--- src/hdl/tws_ram.sv ---
`timescale 1ns / 1ps
// ----------------------------------------------------------------------------
// tws_ram
// simple dual port synchronous ram (one write, one read port), registered read
// ----------------------------------------------------------------------------
module tws_ram #(
  parameter int unsigned Width = 8,
  parameter int unsigned Depth = 16
) (
  input  logic                     clk_i,
  input  logic                     we_i,
  input  logic [$clog2(Depth)-1:0] waddr_i,
  input  logic [Width-1:0]         wdata_i,
  input  logic [$clog2(Depth)-1:0] raddr_i,
  output logic [Width-1:0]         rdata_o
);
  logic [Width-1:0] mem [Depth];

  always_ff @(posedge clk_i) begin
    if (we_i) mem[waddr_i] <= wdata_i;
    rdata_o <= mem[raddr_i];
  end
endmodule

--- config.mk ---
export PLATFORM = sky130hd
export DESIGN_NAME = tws_ram
export DESIGN_NICKNAME = d
export VERILOG_FILES = /design/src/hdl/tws_ram.sv
export SDC_FILE = /design/constraint.sdc
export NUM_CORES = 1
export LEC_CHECK = 0
export BUFFER_PORTS_ARGS = -buffer_cell sky130_fd_sc_hd__buf_4
export CORE_MARGIN = 4
export CORE_UTILIZATION = 57
export CTS_BUF_LIST = sky130_fd_sc_hd__clkbuf_8
export DETAILED_ROUTE_END_ITERATION = 6
export PLACE_DENSITY = 0.78
export SLEW_MARGIN = 20
export SYNTH_ARGS = -nofsm -noshare
export SYNTH_HDL_FRONTEND = slang
export SYNTH_SLANG_ARGS = --single-unit
--- constraint.sdc ---
create_clock -name clk_i -period 1.7 [get_ports clk_i]
set_clock_uncertainty 0.05 [all_clocks]
set_input_delay 0.17 -clock clk_i [delete_from_list [all_inputs] [get_ports clk_i]]
set_output_delay 0.17 -clock clk_i [all_outputs]
set_load 0.01 [all_outputs]
==> results summary, run 1 <==
The number of buffers added on ports came out at 25. The leftover overflow at the end of global routing is 0. The most used flip-flop cell after synthesis is edfxtp_1. The count of yosys warnings during synthesis is 0. Of all nets on the critical path, the largest fanout is 1.

The number of detailed-routing iterations run before antenna repair came out at 5. Setup repair after global routing left no endpoint under its margin. The largest net degree at the start of global routing is 17. From synthesis to final layout, the design area changed by 18.3%. At the worst endpoint, the arrival time is 1.64 ns. The kind of critical path is flip-flop to flip-flop. The biggest area contributor in the post-synthesis netlist is edfxtp_1. The number of DRC violations after detailed routing is 0.

The vias after detailed routing came out at ~2.5k. The number of nets with antenna violations after routing is 0. The global-route wire length before repair came out at ~15000 um. The standard cell core area is approximately 8800 um2. Summed over all cells, the static leakage comes to about 2.1 nW. The count of pins on the block boundary is 26. The die is 103 um tall. The number of cells on the worst reg-to-reg path is 3. The average wire length per cell after detail routing is between 20 and 25 um. The count of final hold-check violations is 0. Dividing total power by cell area gives a power density of 1120 nW/um2. Buffers inserted during clock tree synthesis total 17. The sum of negative setup slack is 0 ns. The final antenna diode count is 0. The number of setup buffers added after CTS is 0. The aggregate global-route resource usage came out at 0.209. STA puts the critical path data required time at just under 2 ns. Counting along the longest clock path gives a buffer depth of 2. CTS placed an instance of clkbuf_8 at the clock tree root.

The count of final max-slew check failures is 0. Clock latency on the worst-skew pair, taken at its later pin, is between 0.4 and 0.5 ns. The layout cell share with drive strength beyond 1 is 0.316. After detailed routing, the wire length on met1 is slightly below 4000 um. The worst IR drop on VDD is between 0.0006 and 0.0007 V.

The number of flip-flops and latches in the synthesized netlist came out at 136. The initial antenna violation count came to 0. The worst setup slack after placement came out at approximately 0.091 ns.

Measured along the x axis, the die boundary spans slightly above 100 um. After the first detailed-routing iteration, the DRC count stood at between 200 and 250. The number of distinct standard cells referenced by the synthesized netlist is 19.

The path class of the tightest hold or removal check is primary input to flip-flop. Of the available clock period, the critical path in the final layout requires 0.815. The worst pin sits at a relative slew slack of 0.720.

The depth of the worst hold-timing path came out at 3. The flow ran to the end, and the final reports show no timing, DRC or antenna violations. The worst-case setup margin in the final layout is about 0.31 ns.

The startpoint type of the worst setup path is a flip-flop. The number of setup violations in the final report came out at 0. The count of flip-flops with a built-in enable after synthesis is roughly 130.

The transition time at the pin with the least slew margin came out at roughly 0.42 ns. The post-route total power is 6.85 mW. Summed over all layers, the routed wires come to roughly 10000 um. The net count reported at finish came out at between 300 and 400. Dividing the synthesized area by the synthesized cell count gives between 20 and 25 um2. After detailed routing, no signal wire sits above met4. In the detailed route, the total length drawn on met2 is 5050 um. The clock net in this run drives a total of about 140 sinks. The net count after synthesis is about 250. The mean number of vias per cell is between 6 and 7. The met3 wirelength from detailed routing came out at about 900 um.

The standard-cell row count came out at 34. The deepest level of the CTS H-tree is 4. The clock transition at the registers of the reported paths is about 0.08 ns. The final weighted congestion in routability-driven placement is 0.724. The initial utilization of the core area, before any placement, comes to 0.587.

The estimated wirelength of the detail-placed design is 6470 um. The kind of end point of the critical path is a flip-flop. Across the run, the number of max-cap violations was 0. The post-synthesis cell count came out at between 200 and 250. The share of synthesized registers carrying an async set or reset is 0. The area of the die is between 10000 and 15000 um2.

The number of global-route vias before repair is roughly 2.6k. The TritonCTS clock tree is done. The proportion of netlist area held by the largest area contributor is 0.747. In the post-synthesis netlist, the biggest area contributors are edfxtp_1 75%, mux4_2 7.9%, mux4_1 7.1%, dfxtp_1 3.1%, a22oi_1 2.3%.

The share of synthesized area occupied by flip-flops and latches came out at 0.778. The maximum achievable frequency is a little over 0.7 GHz. After synthesis the cells add up to between 5000 and 6000 um2.

For the finished layout, the period the worst path requires is approximately 1.4 ns.
## final timing paths
path | to | slack [ns] | startpoint
worst min-delay path | mem[4][2]$_DFFE_PP_ | 0.23 | waddr_i[0]
worst min register to register | rdata_o[1]$_DFF_P_ | 0.64 | mem[12][1]$_DFFE_PP_
worst max register to register | rdata_o[4]$_DFF_P_ | 0.31 | mem[9][4]$_DFFE_PP_
worst max-delay path | rdata_o[4]$_DFF_P_ | 0.31 | mem[9][4]$_DFFE_PP_
## worst max-delay path, stage by stage (launching register included)
cell      delay, ns
edfxtp_1       0.35
mux4_1         0.50
a22oi_1        0.29
nand2_1        0.07
## repair_timing
action | 4_1_cts | 5_1_grt
hold buffers | 8 | 0
resized for setup | 0 | 0
endpoints found under the setup margin | 0 | 0
hold endpoints to repair | 87 | 0
## registers in the layout (all words and copies together), names as in the netlist
name,count
rdata_o,8
mem,128
## cell type report
class / instances / area [um2]
Fill cell: 501 / 2670
Timing Repair Buffer: 56 / 478
Clock inverter: 15 / 178
Sequential cell: 136 / 4000
Multi-Input combinational cell: 83 / 1060
Tap cell: 108 / 135
Clock buffer: 17 / 234
## where the power goes
| group | internal [mW] | total [mW] | leakage [nW] | switching, mW |
|---|---|---|---|---|
| clock network | 1.46 | 2.68 | 0.203 | 1.22 |
| logic | 0.195 | 0.401 | 0.660 | 0.206 |
| registers | 3.74 | 3.77 | 1.22 | 0.0256 |
## cells in the mapped netlist, drive strengths merged, types with 2 or more instances
library cell	number
edfxtp	128
mux4	32
a22oi	16
nor2	13
nand2	9
dfxtp	8
buf	7
nor3	4
clkdlybuf4s25	3
nand2b	2
nand3b	2
## stage by stage
| stage | hold slack (ns) | std cells | area (um2) | utilization |
|---|---|---|---|---|
| 2_1_floorplan | 0.219 | 229 | 5150 | - |
| 3_3_place_gp | 0.417 | 375 | 5600 | 0.639 |
| 3_5_place_dp | 0.427 | 375 | 5600 | 0.639 |
| 4_1_cts | 0.195 | 415 | 6090 | 0.695 |
| 5_1_grt | 0.213 | 415 | 6090 | 0.695 |
| 6_report | 0.228 | 415 | 6090 | 0.695 |
## placed cells by master (no fill, tap or decap), types with 3 or more instances in the layout
cell           netlist  routed
mux4_1              14      14
inv_6                0       3
a22oi_1             16      16
nand2_1              9       9
clkinv_4             0       4
buf_4                1      45
buf_12               0       3
bufinv_16            0       3
dlygate4sd3_1        0       8
nor2_1              13      13
dfxtp_1              8       8
clkbuf_8             0      17
edfxtp_1           128     128
nor3_1               4       3
mux4_2              18      18
## routing by layer
metal / vias up / GRT usage
met2: 124 / 0.333
li1: 1105 / -
met3: 10 / 0.0555
met4: 0 / 0.0747
met5: - / 0
met1: 1297 / 0.283
## kinds of logic after synthesis
kind of cell	share of synthesized area
AND/OR/NAND/NOR	0.0318
multiplexers	0.150
flip-flops	0.778
buffers and inverters	0.0168
AO/OA/AOI/OAI	0.0233
Note: power is estimated with default switching activity, not from simulation.
==> run 2, diff against run 1 <==
--- a/config.mk
+++ b/config.mk
@@ -5,9 +5,10 @@
 export SDC_FILE = /design/constraint.sdc
 export NUM_CORES = 1
 export LEC_CHECK = 0
+export ABC_AREA = 1
 export BUFFER_PORTS_ARGS = -buffer_cell sky130_fd_sc_hd__buf_4
 export CORE_MARGIN = 4
-export CORE_UTILIZATION = 57
+export CORE_UTILIZATION = 60
 export CTS_BUF_LIST = sky130_fd_sc_hd__clkbuf_8
 export DETAILED_ROUTE_END_ITERATION = 6
 export PLACE_DENSITY = 0.78
==> constraint.sdc (replaced) <==
create_clock -name clk_i -period 1.3 [get_ports clk_i]
set_clock_uncertainty 0.05 [all_clocks]
set_input_delay 0.13 -clock clk_i [delete_from_list [all_inputs] [get_ports clk_i]]
set_output_delay 0.13 -clock clk_i [all_outputs]
set_load 0.01 [all_outputs]
==> results summary, run 2 <==
The number of global-route vias before repair is roughly 3.8k. The minimum clock period after layout came out at around 1.2 ns. At the end of the flow, the number of nets in the layout was about 620. The number of setup violations in the final report came out at 0.

From left edge to right edge, the die measures ~110 um. The die covers ~11000 um2. The share of synthesized area in the top cell type comes to 0.667. The count of yosys warnings during synthesis came out at 0. The net count after synthesis came out at about 570. The deepest level of the CTS H-tree is 4. The total area inside the core boundary comes to ~9300 um2. The kind of end point of the critical path is a flip-flop. For this block, the via count after detailed routing is 3882. The clock buffer count from CTS came out at 17.

The vertical die dimension came out at about 110 um. Leaving out fill and tap cells, the most frequent cells in the layout are 173 x nand2_1, 128 x edfxtp_1, 100 x inv_1. Using the TritonRoute via totals, the vias-per-cell ratio works out to ~5.2. The initial antenna violation count is 0. The most used flip-flop cell after synthesis is edfxtp_1. The count of final hold-check violations is 0. In the post-synthesis netlist, the cell with the most instances is nand2_1. In this run the tool buffered the top-level ports with 25 buffer cells. The start point of the worst min-delay path is wdata_i[1].

Summing every instance area after synthesis gives 5770 um2. Of the cells placed in the final design, the portion with a size suffix greater than 1 is 0.136. The final weighted congestion in routability-driven placement is around 0.88.

The sum of negative setup slack came out at 0 ns. Summed over all layers, the global routing overflow is 0. By startpoint and endpoint, the worst setup path is classified as primary input to flip-flop. In this run the clock root is driven by a clkbuf_8.

The first routing iteration left a little under 400 violations. Pin placement for this block handled 26 I/O pins. The worst register-to-register path begins at mem[5][0]$_DFFE_PP_. The aggregate global-route resource usage came out at 0.241. The area growth from synthesis to layout is 16.4%. Data arrives at the worst endpoint at about 1.5 ns.

The startpoint of the worst setup timing path is raddr_i[2]. The standard-cell row count came out at 35. The average wire length per cell after detail routing is about 17 um. The number of nets with antenna violations after routing came out at 0. CTS saw about 140 sinks. The number of distinct standard cells referenced by the synthesized netlist is 12. Fill cells in the final layout number 646.

The worst-case setup margin in the final layout came out at 0.124 ns. Max-cap violations in this run came to 0. The worst hold path belongs to the class primary input to flip-flop.

The count of flip-flops with a built-in enable after synthesis is about 130. The share of synthesized area occupied by flip-flops and latches came out at 0.694. The number of flip-flops and latches in the synthesized netlist is 136. The mean post-synth cell area is between 10 and 15 um2. The largest registers in the layout are mem: 128 flops, rdata_o: 8 flops. The clock transition at the registers of the reported paths came out at around 0.070 ns. Across the VDD grid, the largest voltage drop is 0.000841 V.

The maximum achievable frequency is 0.850 GHz. In the post-synthesis netlist, the biggest area contributors are edfxtp_1 67%, nand2_1 11%, nand3_1 8.4%, inv_1 6.5%, dfxtp_1 2.8%. The library cell occupying the most area in the post-synthesis netlist is edfxtp_1. The number of detailed-routing iterations run before antenna repair is 5. The flow ran to the end, and the final reports show no timing, DRC or antenna violations. The post-detailed-routing wire length came out at 12700 um. mem holds more flip-flops than any other register. At the later pin of the worst-skew pair, clock insertion delay measures between 0.4 and 0.5 ns. Entering global routing, the biggest net connects 33 pins. Overall power consumption after layout is estimated at ~9.5 mW. The worst setup path is launched from a primary input. TritonCTS built the clock tree. After synthesis, the most frequently instantiated cells are 173 x nand2_1, 128 x edfxtp_1, 100 x inv_1, 97 x nand3_1, 17 x nor2_1. The leakage component of the power is just under 3 nW.

The sequential cell area came out at approximately 4000 um2. The library cell used most frequently in the layout, excluding fill and tap cells, is nand2_1. The worst setup slack after placement came out at around 0.056 ns.

Setup repair after global routing left no endpoint under its margin. The number of flip-flops under the largest register name came out at 128. The count of final max-slew check failures came out at 0.

The maximum buffer depth of the clock tree came out at 2. The worst relative slew slack is 0.807. The data required time of the worst path came out at roughly 1.6 ns. The first global-routing pass estimated between 20000 and 25000 um of wire. For the pin with the worst max-slew slack, the measured transition is between 0.2 and 0.3 ns. In the finished design, the share of the clock period the worst path needs comes to 0.905. The share of synthesized registers carrying an async set or reset is 0.

For this run, design rule violations remaining after detail routing come to 0. The estimated wirelength of the detail-placed design came out at 7900 um. Counting every instance in the synthesized netlist gives roughly 550. The area of the multi-input gates is about 1200 um2.

The tightest hold margin is 0.00874 ns. The starting density of the core is 0.621. The number of setup buffers added after CTS came out at 0. The maximum fanout encountered on the critical timing path came out at 16. The power density of the placed cells came out at between 1000 and 1500 nW/um2. The final antenna diode count is 0.
[run 2: stage by stage]
stage          instances  utilization  instance area (um2)
3_5_place_dp         707        0.667                 6190
4_1_cts              745        0.723                 6710
3_3_place_gp         707        0.667                 6190
5_1_grt              745        0.723                 6710
2_1_floorplan        551            -                 5770
6_report             745        0.723                 6710
[run 2: path summary, 6_finish.rpt]
kind,slack (ns),depth (start not counted),end
worst max-delay path,0.12,7,rdata_o[1]$_DFF_P_
worst min-delay path,0.009,1,mem[7][1]$_DFFE_PP_
worst max register to register,0.23,6,rdata_o[0]$_DFF_P_
worst min register to register,0.64,6,rdata_o[6]$_DFF_P_
[run 2: timing repair]
item                                   in CTS  in global routing
endpoints found under the hold margin      48                  0
gates resized for setup                     0                  0
hold buffers                                6                  0
[run 2: layer usage]
| metal | routed length (um) | up-vias | GRT usage |
|---|---|---|---|
| li1 | - | 1878 | - |
| met1 | 5000 | 1795 | 0.318 |
| met2 | 6270 | 183 | 0.400 |
| met3 | 1050 | 26 | 0.0474 |
| met4 | 331 | 0 | 0.0860 |
| met5 | 0 | - | 0 |
[run 2: cell type report]
| cell class | count | area share |
|---|---|---|
| Sequential cell | 136 | 0.596 |
| Multi-Input combinational cell | 289 | 0.181 |
| Timing Repair Buffer | 57 | 0.0734 |
| Inverter | 102 | 0.0570 |
| Clock buffer | 17 | 0.0348 |
| Clock inverter | 15 | 0.0335 |
| Tap cell | 129 | 0.0240 |
[run 2: cell families after synthesis]
group	synth area share
AND/OR/NAND/NOR	0.210
buffers and inverters	0.0952
flip-flops	0.694
[run 2: critical path, cell delays in order]
cell and delay, ns:
dlygate4sd3_1 0.54, buf_4 0.15, inv_1 0.05, buf_4 0.22
nand3_1 0.16, nand3_1 0.13, nand2_1 0.06
[run 2: power by group]
group / switching, mW / internal (mW) / total (mW)
Combinational: 0.439 / 0.240 / 0.679
Clock: 1.64 / 2.29 / 3.93
Sequential: 0.0299 / 4.89 / 4.92
Total: 2.11 / 7.43 / 9.53
